<file path="src/stt_pkg.sv">
// Shared types, codes and byte classifiers for the source text tokenizer.
package stt_pkg;

    localparam int POSITION_WIDTH_DEF = 16;
    localparam int OFFSET_WIDTH       = 16;

    localparam logic [7:0] CH_LF     = 8'h0A;
    localparam logic [7:0] CH_SPACE  = 8'h20;
    localparam logic [7:0] CH_QUOTE  = 8'h22;
    localparam logic [7:0] CH_HASH   = 8'h23;
    localparam logic [7:0] CH_LPAREN = 8'h28;
    localparam logic [7:0] CH_RPAREN = 8'h29;
    localparam logic [7:0] CH_COMMA  = 8'h2C;
    localparam logic [7:0] CH_DOT    = 8'h2E;
    localparam logic [7:0] CH_UNDER  = 8'h5F;
    localparam logic [7:0] CH_LBRACE = 8'h7B;
    localparam logic [7:0] CH_RBRACE = 8'h7D;
    localparam logic [7:0] CH_F      = 8'h66;
    localparam logic [7:0] CH_P      = 8'h70;

    localparam logic [23:0] WORD_STR = 24'h737472;
    localparam logic [23:0] WORD_I32 = 24'h693332;

    localparam logic [15:0] LEN_ONE      = 16'd1;
    localparam logic [15:0] LEN_ELLIPSIS = 16'd3;

    typedef enum logic [2:0] {
        M_IDLE    = 3'd0,
        M_COMMENT = 3'd1,
        M_INT     = 3'd2,
        M_STRING  = 3'd3,
        M_IDENT   = 3'd4,
        M_DOT1    = 3'd5,
        M_DOT2    = 3'd6
    } t_mode;

    typedef enum logic [3:0] {
        K_ILLEGAL  = 4'd0,
        K_LPAREN   = 4'd1,
        K_RPAREN   = 4'd2,
        K_LBRACE   = 4'd3,
        K_RBRACE   = 4'd4,
        K_COMMA    = 4'd5,
        K_ELLIPSIS = 4'd6,
        K_KW_F     = 4'd7,
        K_KW_P     = 4'd8,
        K_KW_STR   = 4'd9,
        K_KW_I32   = 4'd10,
        K_INT      = 4'd11,
        K_STRING   = 4'd12,
        K_IDENT    = 4'd13,
        K_EOF      = 4'd14
    } t_tok_kind;

    typedef struct packed {
        t_tok_kind   kind;
        logic [15:0] off;
        logic [15:0] len;
    } t_tok;

    typedef struct packed {
        t_tok [2:0] tok;
        logic [1:0] cnt;
    } t_bundle;

    function automatic logic f_is_digit(input logic [7:0] c);
        return (c >= 8'h30) && (c <= 8'h39);
    endfunction

    function automatic logic f_is_alpha(input logic [7:0] c);
        return ((c >= 8'h61) && (c <= 8'h7A)) || ((c >= 8'h41) && (c <= 8'h5A));
    endfunction

    function automatic logic f_is_word(input logic [7:0] c);
        return f_is_alpha(c) || f_is_digit(c) || (c == CH_UNDER);
    endfunction

    function automatic logic f_is_space(input logic [7:0] c);
        return (c == CH_SPACE) || ((c >= 8'd9) && (c <= 8'd13));
    endfunction

    function automatic t_mode f_fresh_mode(input logic [7:0] c);
        t_mode m;
        m = M_IDLE;
        if (c == CH_HASH) m = M_COMMENT;
        else if (c == CH_DOT) m = M_DOT1;
        else if (c == CH_QUOTE) m = M_STRING;
        else if (f_is_digit(c)) m = M_INT;
        else if (f_is_alpha(c) || (c == CH_UNDER)) m = M_IDENT;
        return m;
    endfunction

    function automatic logic f_fresh_emits(input logic [7:0] c);
        return !f_is_space(c) && (f_fresh_mode(c) == M_IDLE);
    endfunction

    function automatic t_tok_kind f_sym_kind(input logic [7:0] c);
        t_tok_kind k;
        case (c)
            CH_LPAREN: k = K_LPAREN;
            CH_RPAREN: k = K_RPAREN;
            CH_LBRACE: k = K_LBRACE;
            CH_RBRACE: k = K_RBRACE;
            CH_COMMA:  k = K_COMMA;
            default:   k = K_ILLEGAL;
        endcase
        return k;
    endfunction

endpackage

</file>
<file path="src/stt_scan.sv">
// Scanner state and per-byte token decision for the source text tokenizer.
module stt_scan
    import stt_pkg::*;
#(
    parameter int POSITION_WIDTH = POSITION_WIDTH_DEF
) (
    input  logic        i_clk,
    input  logic        i_rst_n,
    input  logic        i_take,
    input  logic        i_kind,
    input  logic [7:0]  i_byte,
    output t_bundle     o_bnd
);

    localparam int PW = POSITION_WIDTH;

    t_mode          r_mode, n_mode;
    logic [PW-1:0]  r_pos, n_pos;
    logic [PW-1:0]  r_begin, n_begin;
    logic [23:0]    r_prefix, n_prefix;
    logic [1:0]     r_wlen, n_wlen;

    logic           w_dig, w_word, w_dot, w_close;
    logic           w_flush, w_fresh;
    logic [PW-1:0]  w_pos_inc, w_begin_inc;
    t_tok           w_ft0, w_ft1, w_tail;
    logic           w_ft0v, w_ft1v, w_tailv;
    t_tok_kind      w_ident_kind;

    function automatic logic [15:0] f_clamp(input logic [PW-1:0] v);
        logic [31:0] w;
        w = 32'(v);
        return (|w[31:16]) ? 16'hFFFF : w[15:0];
    endfunction

    always_comb begin
        w_dig       = f_is_digit(i_byte);
        w_word      = f_is_word(i_byte);
        w_dot       = (i_byte == CH_DOT);
        w_close     = (i_byte == CH_QUOTE) || (i_byte == CH_LF);
        w_pos_inc   = (r_pos == '1) ? r_pos : r_pos + 1'b1;
        w_begin_inc = (r_begin == '1) ? r_begin : r_begin + 1'b1;
        case (r_mode)
            M_INT:   w_flush = i_kind || !w_dig;
            M_IDENT: w_flush = i_kind || !w_word;
            M_DOT1:  w_flush = i_kind || !w_dot;
            M_DOT2:  w_flush = i_kind || !w_dot;
            M_STRING: w_flush = i_kind;
            default: w_flush = 1'b0;
        endcase
        w_fresh = !i_kind && ((r_mode == M_IDLE) || w_flush);
        if (r_wlen == 2'd1 && r_prefix == {16'b0, CH_F}) w_ident_kind = K_KW_F;
        else if (r_wlen == 2'd1 && r_prefix == {16'b0, CH_P}) w_ident_kind = K_KW_P;
        else if (r_wlen == 2'd3 && r_prefix == WORD_STR) w_ident_kind = K_KW_STR;
        else if (r_wlen == 2'd3 && r_prefix == WORD_I32) w_ident_kind = K_KW_I32;
        else w_ident_kind = K_IDENT;
    end

    always_comb begin
        n_mode   = r_mode;
        n_pos    = r_pos;
        n_begin  = r_begin;
        n_prefix = r_prefix;
        n_wlen   = r_wlen;
        if (i_kind) begin
            n_mode   = M_IDLE;
            n_pos    = '0;
            n_begin  = '0;
            n_prefix = '0;
            n_wlen   = '0;
        end else begin
            n_pos = w_pos_inc;
            case (r_mode)
                M_COMMENT: begin
                    if (i_byte == CH_LF) n_mode = M_IDLE;
                end
                M_STRING: begin
                    if (w_close) n_mode = M_IDLE;
                end
                M_IDENT: begin
                    if (w_word) begin
                        if (r_wlen != 2'd3) begin
                            n_prefix = {r_prefix[15:0], i_byte};
                            n_wlen   = r_wlen + 2'd1;
                        end else begin
                            n_prefix = '0;
                        end
                    end
                end
                M_DOT1: begin
                    if (w_dot) n_mode = M_DOT2;
                end
                M_DOT2: begin
                    if (w_dot) n_mode = M_IDLE;
                end
                default: ;
            endcase
            if (w_fresh) begin
                n_begin = r_pos;
                n_mode  = f_fresh_mode(i_byte);
                if (f_fresh_mode(i_byte) == M_IDENT) begin
                    n_prefix = {16'b0, i_byte};
                    n_wlen   = 2'd1;
                end
            end
        end
    end

    always_comb begin
        w_ft0.off = f_clamp(r_begin);
        w_ft0.len = f_clamp(r_pos - r_begin);
        w_ft0v    = w_flush;
        case (r_mode)
            M_INT:    w_ft0.kind = K_INT;
            M_STRING: w_ft0.kind = K_STRING;
            M_IDENT:  w_ft0.kind = w_ident_kind;
            M_DOT1, M_DOT2: begin
                w_ft0.kind = K_ILLEGAL;
                w_ft0.len  = LEN_ONE;
            end
            default: begin
                w_ft0.kind = K_ILLEGAL;
                w_ft0v     = 1'b0;
            end
        endcase
        w_ft1.kind = K_ILLEGAL;
        w_ft1.off  = f_clamp(w_begin_inc);
        w_ft1.len  = LEN_ONE;
        w_ft1v     = w_flush && (r_mode == M_DOT2);

        w_tail.kind = f_sym_kind(i_byte);
        w_tail.off  = f_clamp(r_pos);
        w_tail.len  = LEN_ONE;
        w_tailv     = 1'b0;
        if (i_kind) begin
            w_tail.kind = K_EOF;
            w_tailv     = 1'b1;
        end else if (w_fresh) begin
            w_tailv = f_fresh_emits(i_byte);
        end else if (r_mode == M_STRING && w_close) begin
            w_tail.kind = K_STRING;
            w_tail.off  = f_clamp(r_begin);
            w_tail.len  = f_clamp(w_pos_inc - r_begin);
            w_tailv     = 1'b1;
        end else if (r_mode == M_DOT2 && w_dot) begin
            w_tail.kind = K_ELLIPSIS;
            w_tail.off  = f_clamp(r_begin);
            w_tail.len  = LEN_ELLIPSIS;
            w_tailv     = 1'b1;
        end

        o_bnd.tok[0] = w_ft0v ? w_ft0 : w_tail;
        o_bnd.tok[1] = w_ft1v ? w_ft1 : w_tail;
        o_bnd.tok[2] = w_tail;
        o_bnd.cnt    = {1'b0, w_ft0v} + {1'b0, w_ft1v} + {1'b0, w_tailv};
    end

    always_ff @(posedge i_clk) begin
        if (!i_rst_n) begin
            r_mode   <= M_IDLE;
            r_pos    <= '0;
            r_begin  <= '0;
            r_prefix <= '0;
            r_wlen   <= '0;
        end else if (i_take) begin
            r_mode   <= n_mode;
            r_pos    <= n_pos;
            r_begin  <= n_begin;
            r_prefix <= n_prefix;
            r_wlen   <= n_wlen;
        end
    end

endmodule

</file>
<file path="src/stt_serial.sv">
// Token bundle register and output register that send one token per transfer.
module stt_serial
    import stt_pkg::*;
(
    input  logic    i_clk,
    input  logic    i_rst_n,
    input  logic    i_take,
    input  t_bundle i_bnd,
    output logic    o_ready,
    input  logic    i_out_ready,
    output logic    o_out_valid,
    output t_tok    o_out_tok,
    output logic    o_out_last
);

    t_tok [2:0] r_tok;
    logic [1:0] r_cnt;
    logic [1:0] r_idx;
    logic       r_ovalid;
    t_tok       r_otok;
    logic       r_olast;

    logic w_pending, w_out_free, w_move, w_final;

    always_comb begin
        w_pending  = (r_idx < r_cnt);
        w_out_free = !r_ovalid || i_out_ready;
        w_move     = w_pending && w_out_free;
        w_final    = (r_idx == r_cnt - 2'd1);
        o_ready    = !w_pending || (w_out_free && w_final);
    end

    always_ff @(posedge i_clk) begin
        if (!i_rst_n) begin
            r_cnt    <= '0;
            r_idx    <= '0;
            r_ovalid <= 1'b0;
        end else begin
            if (i_take) begin
                r_cnt <= i_bnd.cnt;
                r_idx <= '0;
            end else if (w_move) begin
                r_idx <= r_idx + 2'd1;
            end
            if (w_out_free) r_ovalid <= w_pending;
        end
    end

    always_ff @(posedge i_clk) begin
        if (i_take) r_tok <= i_bnd.tok;
        if (w_move) begin
            r_otok  <= r_tok[r_idx];
            r_olast <= w_final;
        end
    end

    assign o_out_valid = r_ovalid;
    assign o_out_tok   = r_otok;
    assign o_out_last  = r_olast;

endmodule

</file>
<file path="src/source_text_tokenizer.sv">
// Top level of the source text tokenizer.
//
// channel  | direction | tdata                      | tuser          | tlast
// s_axis   | in        | [7:0] data_byte            | [0] kind       | -
// m_axis   | out       | [15:0] start_offset,       | [3:0]          | run_last
//          |           | [31:16] token_length       | token_kind     |
//
// One source byte is taken per cycle while m_axis is ready and no byte yields more
// than one token; a byte with more holds the input until its last token moves out.
// Tokens go from the bundle register to the output register, one token per transfer.
// The bundle register holds the next byte's tokens while the output register stalls.
// Synchronous active-low reset returns the scanner to the start of a stream.
module source_text_tokenizer
    import stt_pkg::*;
#(
    parameter int POSITION_WIDTH = POSITION_WIDTH_DEF
) (
    input  logic        i_clk,
    input  logic        i_rst_n,
    input  logic        s_axis_tvalid,
    output logic        s_axis_tready,
    input  logic [7:0]  s_axis_tdata,   // [7:0] data_byte
    input  logic [0:0]  s_axis_tuser,   // [0] kind
    output logic        m_axis_tvalid,
    input  logic        m_axis_tready,
    output logic [31:0] m_axis_tdata,   // [15:0] start_offset, [31:16] token_length
    output logic [3:0]  m_axis_tuser,   // [3:0] token_kind
    output logic        m_axis_tlast
);

    t_bundle w_bnd;
    t_tok    w_otok;
    logic    w_take;

    assign w_take = s_axis_tvalid && s_axis_tready;

    stt_scan #(
        .POSITION_WIDTH(POSITION_WIDTH)
    ) u_scan (
        .i_clk   (i_clk),
        .i_rst_n (i_rst_n),
        .i_take  (w_take),
        .i_kind  (s_axis_tuser[0]),
        .i_byte  (s_axis_tdata),
        .o_bnd   (w_bnd)
    );

    stt_serial u_serial (
        .i_clk       (i_clk),
        .i_rst_n     (i_rst_n),
        .i_take      (w_take),
        .i_bnd       (w_bnd),
        .o_ready     (s_axis_tready),
        .i_out_ready (m_axis_tready),
        .o_out_valid (m_axis_tvalid),
        .o_out_tok   (w_otok),
        .o_out_last  (m_axis_tlast)
    );

    assign m_axis_tdata = {w_otok.len, w_otok.off};
    assign m_axis_tuser = w_otok.kind;

endmodule

</file>
<file path="config.mk">
export PLATFORM = sky130hd
export DESIGN_NAME = source_text_tokenizer
export DESIGN_NICKNAME = d
export VERILOG_FILES = /design/src/stt_pkg.sv /design/src/stt_scan.sv /design/src/stt_serial.sv /design/src/source_text_tokenizer.sv
export SDC_FILE = /design/constraint.sdc
export NUM_CORES = 1
export LEC_CHECK = 0
export BUFFER_PORTS_ARGS = -buffer_cell sky130_fd_sc_hd__buf_2
export CAP_MARGIN = 10
export CORE_UTILIZATION = 35
export DETAILED_ROUTE_END_ITERATION = 10
export PLACE_DENSITY = 0.57
export SLEW_MARGIN = 20
export SYNTH_ARGS = -nofsm -noshare
export SYNTH_HDL_FRONTEND = slang
export SYNTH_SLANG_ARGS = --single-unit
</file>
<file path="constraint.sdc">
create_clock -name i_clk -period 6.21 [get_ports i_clk]
set_input_delay 0.621 -clock i_clk [delete_from_list [all_inputs] [get_ports i_clk]]
set_output_delay 0.621 -clock i_clk [all_outputs]
set_load 0.1 [all_outputs]
</file>
---- Word-level counts from Yosys, hierarchy flattened ----
Cells that the tools add are included.
word-level totals
  bits in registers ....................... 211
  input bits .............................. 13
  output and inout bits ................... 39
  word-level logic and storage cells ...... 170
cells by class
  $add $sub $neg .......................... 9
  order comparisons ....................... 10
  equality and inequality tests ........... 32
  muxes and demuxes ....................... 53
  bitwise gates (word level) .............. 1
  reductions and logical operators ........ 44
operators by type and width
  kind                                                                               number
  24-bit two-way mux                                                                 6
  36-bit two-way mux                                                                 4
  16-bit two-way mux                                                                 6
  36-bit binary-select mux with 2-bit select                                         1
  32-bit two-way mux                                                                 2
  8-bit by 6-bit equality test with 1-bit output (second input constant)             7
  24-bit by 23-bit equality test with 1-bit output (second input constant)           2
  24-bit by 7-bit equality test with 1-bit output (second input constant)            2
  3-bit two-way mux                                                                  14
  35-bit two-way mux                                                                 1
  16-bit by 1-bit adder with 16-bit output (second input constant)                   2
  16-bit equality test (second input constant)                                       2
  16-bit subtractor                                                                  2
  8-bit by 7-bit equality test with 1-bit output (second input constant)             3
  8-bit by 7-bit >= comparator with 1-bit output (second input constant)             2
  8-bit by 7-bit less-or-equal comparator with 1-bit output (second input constant)  2
  1-bit logical AND                                                                  16
  4-bit two-way mux                                                                  4
  4-bit by 2-bit inequality test with 1-bit output (second input constant)           4
  3-bit case mux with 5 select lines                                                 1
  3-bit equality test (second input constant)                                        4
  1-bit logical OR                                                                   12
  2-bit two-way mux                                                                  6
  3-bit case mux with 4 select lines                                                 1
  other kinds (29)                                                                   43

---- Longest topological paths before layout ----
Gate-level depths: netlist of the first run.
  depth after elaboration ................. 17
  mapped depth ............................ 17
  gate-level depth less buffers ........... 15

---- Modules after synthesis ----
A second synthesis of the first run with hierarchy kept.
unflattened totals
  cell total of the unflattened synthesis .. 1,125
  area, all modules ....................... 11,483.5 µm²
by module, submodules not included
  module                 times used  cells each  area an instance (µm²)  seq. area each (µm²)
  stt_scan               1           828         6,038.3                 1,221.2
  stt_serial             1           296         5,439.0                 4,454.3
  source_text_tokenizer  1           1           6.3                     0.0

---- Worst setup path before layout of the first run ----
OpenSTA, ideal clock, no wires.
  path kind ............................... register to register
  from .................................... reg u_serial.r_idx[0]
  to ...................................... reg u_scan.r_pos[0]
  library setup time ...................... 120 ps
  data arrival time ....................... 5,980 ps
  data required time ...................... 6,090 ps
  path slack .............................. 111 ps
  cell stages (with the launch flop) ...... 12
  path buffers ............................ 3
  clock period less this slack ............ 6,099 ps
  cell sequence ........................... dfxtp_1 > clkbuf_1 > buf_1 > clkbuf_1 > inv_1 > ha_1 > o311ai_4 > nand2_1 > inv_1 > o21ai_0 > a22oi_1 > nor2b_1
between the ends
  longest elaborated chain between the ends .. 4
  elaborated cells on any way between the ends .. 6
  those cells by class .................... order compare (1); eq/ne (1); reduce/logical (4)
ends and longest elaborated chain
  what                                                                      RTL line                            RTL
  from (decl)                                                               stt_serial.sv:18                    logic [1:0] r_idx;
  from (signal assigned)                                                    stt_serial.sv:43                    r_idx <= r_idx + 2'd1;
  2-bit less-than comparator / 2-bit equality test (equally long branches)  stt_serial.sv:26, stt_serial.sv:29
  1-bit logical NOT / 1-bit logical AND (equally long branches)             stt_serial.sv:30                    o_ready = !w_pending || (w_out_free && w_final);
  1-bit logical OR *                                                        stt_serial.sv:30
  net s_axis_tready                                                         source_text_tokenizer.sv:21         output logic s_axis_tready,
  1-bit logical AND *                                                       source_text_tokenizer.sv:35         assign w_take = s_axis_tvalid && s_axis_tready;
  net u_scan.i_take                                                         stt_scan.sv:9                       input logic i_take,
  to (signal assigned)                                                      stt_scan.sv:167                     r_pos <= n_pos;
  to (decl)                                                                 stt_scan.sv:18                      logic [PW-1:0] r_pos, n_pos;
Mark *: on every way through the listed nets, which the timed path passes. The rest lies on a longest branch.
A chain may end at the register's enable or synchronous reset.

==> results_dict.tcl, run 1 <==
set metrics [dict create \
    end_kind "flip-flop" \
    antenna_cells 0 \
    drtIter0Drc 657 \
    ios 52 \
    syn_area_um2 11450 \
    wl_per_cell_um 17.91 \
    postCtsHoldBufs 0 \
    drt_pre_antenna_iters 5 \
    slew_viol_final 0 \
    power.internal_w 0.002793 \
    p_sw_w 0.001479 \
    ir_drop_uv 173.7 \
    rsz0062_at_grt "false" \
    drc_errors 0 \
    grt_pass1_wl_um 45600 \
    crit_type "flip-flop to flip-flop" \
    regArea_um2 5677 \
    netlist_instances 1148 \
    syn-num-nets 1198 \
    ys_top_cells_by_area "edfxtp_1 (38%), dfxtp_1 (12%), o21ai_0 (5.0%), nand2_1 (4.4%), ha_1 (3.7%)" \
    holdCritPathClass "primary input to flip-flop" \
    first_global_vias 8271 \
    antenna_found_initial 0 \
    syn_avg_cell_area_um2 9.975 \
    tightest_slew_ns 1.055 \
    p_comb_share_pct 25.2 \
    fin_crit_ns 4.490 \
    finalSetupViolCount 0 \
    cts.sinks 211 \
    routed_via_density 5.445 \
    clock_path_buffers 3 \
    h-tree-depth 1 \
    port_buffers 51 \
    status "finished, final reports clean" \
    synthArstFlopShare_pct 0 \
    crit_arrival_ns 4.76 \
    ys_seq_elements 211 \
    synthFlopType "edfxtp_1" \
    ys_seq_area_share_pct 49.56 \
    grt_max_degree 69 \
    die_w_um 182.9 \
    drive_above_1_share_pct 11.71 \
    gr-usage-all-layers_pct 17.21 \
    leakage_nw 4.577 \
    dp_cells 1579 \
    yosys_warnings 0 \
    start_util_pct 35.92 \
    clock_latency_ns 0.52 \
    switching_share_pct 34.62 \
    critPathMaxFanout 13 \
    required_ns 6.48 \
    cts_tree "done" \
    maxCapViolations 0 \
    cts-root-buf "clkbuf_16" \
    postCtsSetupBuffers 0 \
    power_frac_seq_pct 42.5 \
    cts_inserted_buffers 24 \
    fin_setup_tns_ns 0 \
    fmax_ghz 0.2227 \
    rows 65 \
    overflow 0 \
    area_delta_synth_final_pct 11.98 \
    multi_input_area_um2 5356 \
    synth_cell_type_count 82 \
    synth_top_area_share_pct 38.02 \
    die-height_um 182.9 \
    worst_setup_path_start_kind "flip-flop" \
    via_count 8831 \
    clock_skew_ns 0.01833 \
    postCtsResizedCells 0 \
    clkTransAtPathRegs_ns 0.06 \
    num-nets-final 1220 \
    core-area_um2 31880 \
    max-slew-margin-rel_pct 29.42 \
    synth_edf_count 145 \
    synth_top_cell_by_area "edfxtp_1" \
    hpwl_um 20230 \
    clkPwrFrac_pct 32.3 \
    fillers 3208 \
    final_cell_count_no_fill 1622 \
    p_per_area_nw_per_um2 333.2 \
    hold_viol 0 \
    drt-total-wl_um 29060 \
    die-area_um2 33450 \
    ant_nets 0 \
    finalCritPeriodShare_pct 72.31 \
    gp_congestion 0.9045 \
]
-- layout by cell type (no fill, tap or decap), types with 6 or more instances in the layout --
cell type | synthesis | final
inv_1 | 34 | 33
o211ai_1 | 6 | 6
nor3_1 | 23 | 22
a21oi_1 | 66 | 66
edfxtp_1 | 145 | 145
buf_2 | 17 | 51
clkbuf_1 | 44 | 10
and2_1 | 7 | 7
nand2b_1 | 9 | 9
and3_1 | 10 | 10
a211oi_1 | 7 | 7
o21a_1 | 11 | 11
nor4_1 | 6 | 6
nor2_1 | 80 | 80
nor2b_1 | 12 | 11
buf_4 | 0 | 13
o21ai_0 | 115 | 115
or2_2 | 7 | 7
nand2_1 | 133 | 133
dfxtp_1 | 66 | 65
or3_1 | 16 | 16
o22ai_1 | 8 | 8
a22o_1 | 43 | 43
mux2i_1 | 37 | 37
nor2_2 | 7 | 7
xor2_1 | 10 | 10
a31oi_1 | 8 | 8
a21o_1 | 16 | 16
xnor2_1 | 23 | 23
clkbuf_16 | 0 | 26
a21boi_0 | 6 | 6
o31ai_1 | 6 | 6
nand3_1 | 34 | 34
ha_1 | 34 | 34
nand4_1 | 8 | 8
-- cell families (layout without fill, tap and decap cells) --
family	Yosys count	after routing	synth area share, %
xor gates and xnor gates	34	34	2.721
adders and majority gates	37	37	4.240
buffers and inverters	103	142	3.824
DFF	211	211	49.56
muxes	41	41	3.628
and+or+nand+nor	383	383	16.44
AOI/OAI and AO/OA	339	339	19.58
-- through the flow --
| stage | hold WS (ns) | cell area (µm²) | util [%] | total power [W] | worst slack (ns) |
|---|---|---|---|---|---|
| after global placement | 0.4664 | 12060 | 37.84 | 0.002929 | 1.904 |
| final | 0.4720 | 12820 | 40.22 | 0.004272 | 1.720 |
| after global routing | 0.4948 | 12820 | 40.22 | 0.004441 | 1.472 |
| after detailed placement | 0.4694 | 12060 | 37.84 | 0.002938 | 1.798 |
| after floorplan | 0.4400 | 11450 | - | 0.002717 | 0.1107 |
| after CTS | 0.4591 | 12820 | 40.22 | 0.004319 | 1.766 |
-- synthesized netlist by cell type (11+ instances only) --
| cell | instances |
|---|---|
| edfxtp_1 | 145 |
| nand2_1 | 133 |
| o21ai_0 | 115 |
| nor2_1 | 80 |
| a21oi_1 | 66 |
| dfxtp_1 | 66 |
| clkbuf_1 | 44 |
| a22o_1 | 43 |
| mux2i_1 | 37 |
| ha_1 | 34 |
| inv_1 | 34 |
| nand3_1 | 34 |
| nor3_1 | 23 |
| xnor2_1 | 23 |
| buf_2 | 17 |
| a21o_1 | 16 |
| or3_1 | 16 |
| nor2b_1 | 12 |
| o21a_1 | 11 |
-- critical path, stage by stage, from the launching register on --
cell and delay, ns:
dfxtp_1 0.60, nand3_1 0.26, nor4_4 0.46, nand4_1 0.21, or2_2 0.38, mux2_2 0.33, ha_1 0.29, nor2b_1 0.15
o31a_1 0.30, o41a_1 0.38, a21oi_1 0.34, o31ai_1 0.15, xor2_1 0.18, a21o_1 0.19
-- path summary, 6_finish.rpt --
kind	slack (ns)	from	to	cells past startpoint
min reg2reg	0.48	u_scan.r_prefix[18]	u_scan.r_prefix[18]	1
max reg2reg	1.72	u_scan.r_pos[5]	u_serial.r_tok[13]	13
max	1.72	u_scan.r_pos[5]	u_serial.r_tok[13]	13
min	0.47	s_axis_tdata[5]	u_scan.r_prefix[5]	2
-- power groups by stage --
stage          Sequential, W  Clock (W)  Combinational [W]
6_report             0.00182    0.00138            0.00108
2_1_floorplan        0.00228          0           0.000435
3_5_place_dp         0.00185          0            0.00109
3_3_place_gp         0.00184          0            0.00108
4_1_cts              0.00182    0.00141            0.00109
5_1_grt              0.00184    0.00146            0.00114
-- sequential cells by signal (all words and copies together) (netlist names) --
name / cells
u_serial.o_out_valid: 1
u_serial.r_idx: 2
u_scan.r_mode: 3
u_scan.r_begin: 16
u_serial.r_cnt: 2
u_serial.o_out_last: 1
u_scan.r_pos: 16
u_serial.o_out_tok: 36
u_serial.r_tok: 108
u_scan.r_prefix: 24
u_scan.r_wlen: 2
-- cell type report --
type | instances | share of cell area, %
Clock buffer | 38 | 5.533
Clock inverter | 5 | 0.3806
Inverter | 35 | 1.044
Multi-Input combinational cell | 834 | 41.77
Sequential cell | 211 | 44.27
Tap cell | 435 | 4.245
Timing Repair Buffer | 64 | 2.752
-- metal layers --
layer	routed length, µm	track usage (%)
met5	0	0
met4	756	4.800
met3	1176	2.025
met2	13930	29.76
met1	13190	22.66
No activity file was read; power rests on OpenSTA's default activity.
==> run 2: changes to the inputs <==
- PLACE_DENSITY: 0.57 -> 0.59
- clock period: 6.21 -> 3.7 ns (I/O delays scaled with it)
==> run 2 against run 1 <==
  * Routed wire length decreased by 0.21%
  * Clock-buffer cell count decreased by 4
  * Non-clock buffer count increased by 33
  * Die area unchanged
  * Sequential share of layout area decreased by 1.6 points
  * Combinational power increased by 72%
  * Sequential power increased by 67%
  * Utilization increased by 1.5 points
  * Final area increased by 3.8%
  * Critical path depth increased by 2
  * Clock skew about the same
  * First-iteration DRC count increased by 8.5%
==> results_dict.tcl, run 2 (same netlist as run 1, synthesis figures left out) <==
set metrics [dict create \
    antenna_found_initial 0 \
    routed_via_density 5.477 \
    whs_path_depth 2 \
    end_kind "flip-flop" \
    ir_drop_uv 343.1 \
    r2r-start "u_scan.r_pos[5]" \
    fin_total_pwr_w 0.007462 \
    cts_tree "done" \
    start_util_pct 35.92 \
    reg2reg_depth 15 \
    tightest_slew_ns 1.043 \
    die-area_um2 33450 \
    p_per_area_nw_per_um2 560.6 \
    cts-root-buf "clkbuf_16" \
    worst_setup_path_start_kind "flip-flop" \
    placed_area_um2 12330 \
    rows 65 \
    largest_reg_flops 108 \
    hpwl_um 20220 \
    path_cells "nand3_2 > nor4_4 > nand4_1 > or2_4 > xnor2_2 > ha_2 > inv_1 > fa_2 > a21oi_4 > o2111ai_4 > a311o_1 > a21oi_2 > xor2_1 > nor2_2 > a21o_1" \
    grt_max_degree 66 \
    multi_input_area_um2 5468 \
    gp_congestion 0.9047 \
    regArea_um2 5680 \
    slew_viol_final 0 \
    required_ns 3.99 \
    crit_type "flip-flop to flip-flop" \
    drc_errors 0 \
    layout_commonest_cell "edfxtp_1" \
    final_cell_count_no_fill 1658 \
    r2r_slack_ns 0.06 \
    timing.rr.end "u_serial.r_tok[12]" \
    clock_latency_ns 0.54 \
    hold_viol 0 \
    maxCapViolations 0 \
    clkTransAtPathRegs_ns 0.06 \
    drt_pre_antenna_iters 5 \
    drtIter0Drc 713 \
    largest_register "u_serial.r_tok" \
    finalSetupViolCount 0 \
    h-tree-depth 1 \
    fmax_ghz 0.2750 \
    critPathMaxFanout 5 \
    fillers 3114 \
    final_cell_mix "edfxtp_1 (145), nand2_1 (132), o21ai_0 (115), nor2_1 (80)" \
    area_delta_synth_final_pct 16.24 \
    drive_above_1_share_pct 16.43 \
    clock_path_buffers 3 \
    drt-total-wl_um 28990 \
    cts_inserted_buffers 25 \
    leakage_nw 4.834 \
    hold_start "s_axis_tdata[5]" \
    grt_pass1_wl_um 45510 \
    crit_arrival_ns 3.93 \
    dp_cells 1607 \
    ios 52 \
    holdCritPathClass "primary input to flip-flop" \
    die_w_um 182.9 \
    utilization_pct 41.75 \
    cpMaxStageDelayCell "a311o_1" \
    gr-usage-all-layers_pct 17.10 \
    overflow 0 \
    postCtsHoldBufs 0 \
    port_buffers 51 \
    final_area_um2 13310 \
    ant_nets 0 \
    status "finished, final reports clean" \
    core-area_um2 31880 \
    die-height_um 182.9 \
    wl_per_cell_um 17.49 \
    max-slew-margin-rel_pct 30.18 \
    cts.sinks 211 \
    fin_crit_ns 3.637 \
    finalCritPeriodShare_pct 98.29 \
    cpPeakStageDelay_ns 0.41 \
    antenna_cells 0 \
    num-nets-final 1254 \
    first_global_vias 8432 \
    via_count 9081 \
    min_to "u_scan.r_prefix[5]" \
    clock_skew_ns 0.01791 \
]
==> run 2: worst max-delay path by stage <==
stage	slack, ns	cells after the start	startpoint	to
after floorplan	-0.36	11	u_serial.r_idx[0]	u_scan.r_pos[0]
after global placement	0.13	13	u_scan.r_pos[4]	u_serial.r_tok[13]
after detailed placement	0.05	15	u_scan.r_pos[4]	u_serial.r_tok[12]
after CTS	0.05	15	u_scan.r_pos[4]	u_serial.r_tok[12]
after global routing	-0.09	15	u_scan.r_pos[6]	u_serial.r_tok[12]
final	0.06	15	u_scan.r_pos[5]	u_serial.r_tok[12]
==> run 2: routing by layer <==
| layer | vias up | global-route usage, % | share of wire (%) |
|---|---|---|---|
| met5 | - | 0 | 0 |
| met3 | 48 | 2.323 | 5.4 |
| met1 | 4360 | 22.89 | 45 |
| met2 | 297 | 28.52 | 47 |
| li1 | 4376 | - | - |
| met4 | 0 | 5.533 | 2.8 |
==> run 2: cell type report <==
cell class,instances,share of cell area (%)
Inverter,35,1.034
Multi-Input combinational cell,834,41.08
Sequential cell,211,42.68
Tap cell,435,4.089
Timing Repair Buffer,97,4.606
Clock inverter,12,1.335
Clock buffer,34,5.180
==> run 2: per-stage QoR <==
step | setup WS, ns | hold WS, ns | TNS, ns
2_1_floorplan | -0.3628 | 0.4400 | -17.80
3_3_place_gp | 0.1301 | 0.4656 | 0
3_5_place_dp | 0.05162 | 0.4718 | 0
4_1_cts | 0.04886 | 0.1892 | 0
5_1_grt | -0.08682 | 0.2176 | -0.5473
6_report | 0.06318 | 0.2093 | 0
==> run 2: repair_timing <==
| item | 4_1_cts | 5_1_grt |
|---|---|---|
| endpoints found under the setup margin | 0 | 15 |
| resized for setup | 0 | 16 |
| setup buffers | 0 | 5 |
==> run 2: power by group <==
| group | switching [W] | internal [W] |
|---|---|---|
| Clock | 0.000971 | 0.00159 |
| Sequential | 0.0000934 | 0.00295 |
| Combinational | 0.00146 | 0.000395 |
==> run 2: critical path, delay by kind of cell (launching register included) <==
kind | cells | cell delay, ns
AOI/OAI and AO/OA | 5 | 1.07
and+or+nand+nor | 5 | 0.98
adders and majority gates | 2 | 0.58
xor gates and xnor gates | 2 | 0.36
DFF | 1 | 0.34
buffers and inverters | 1 | 0.06
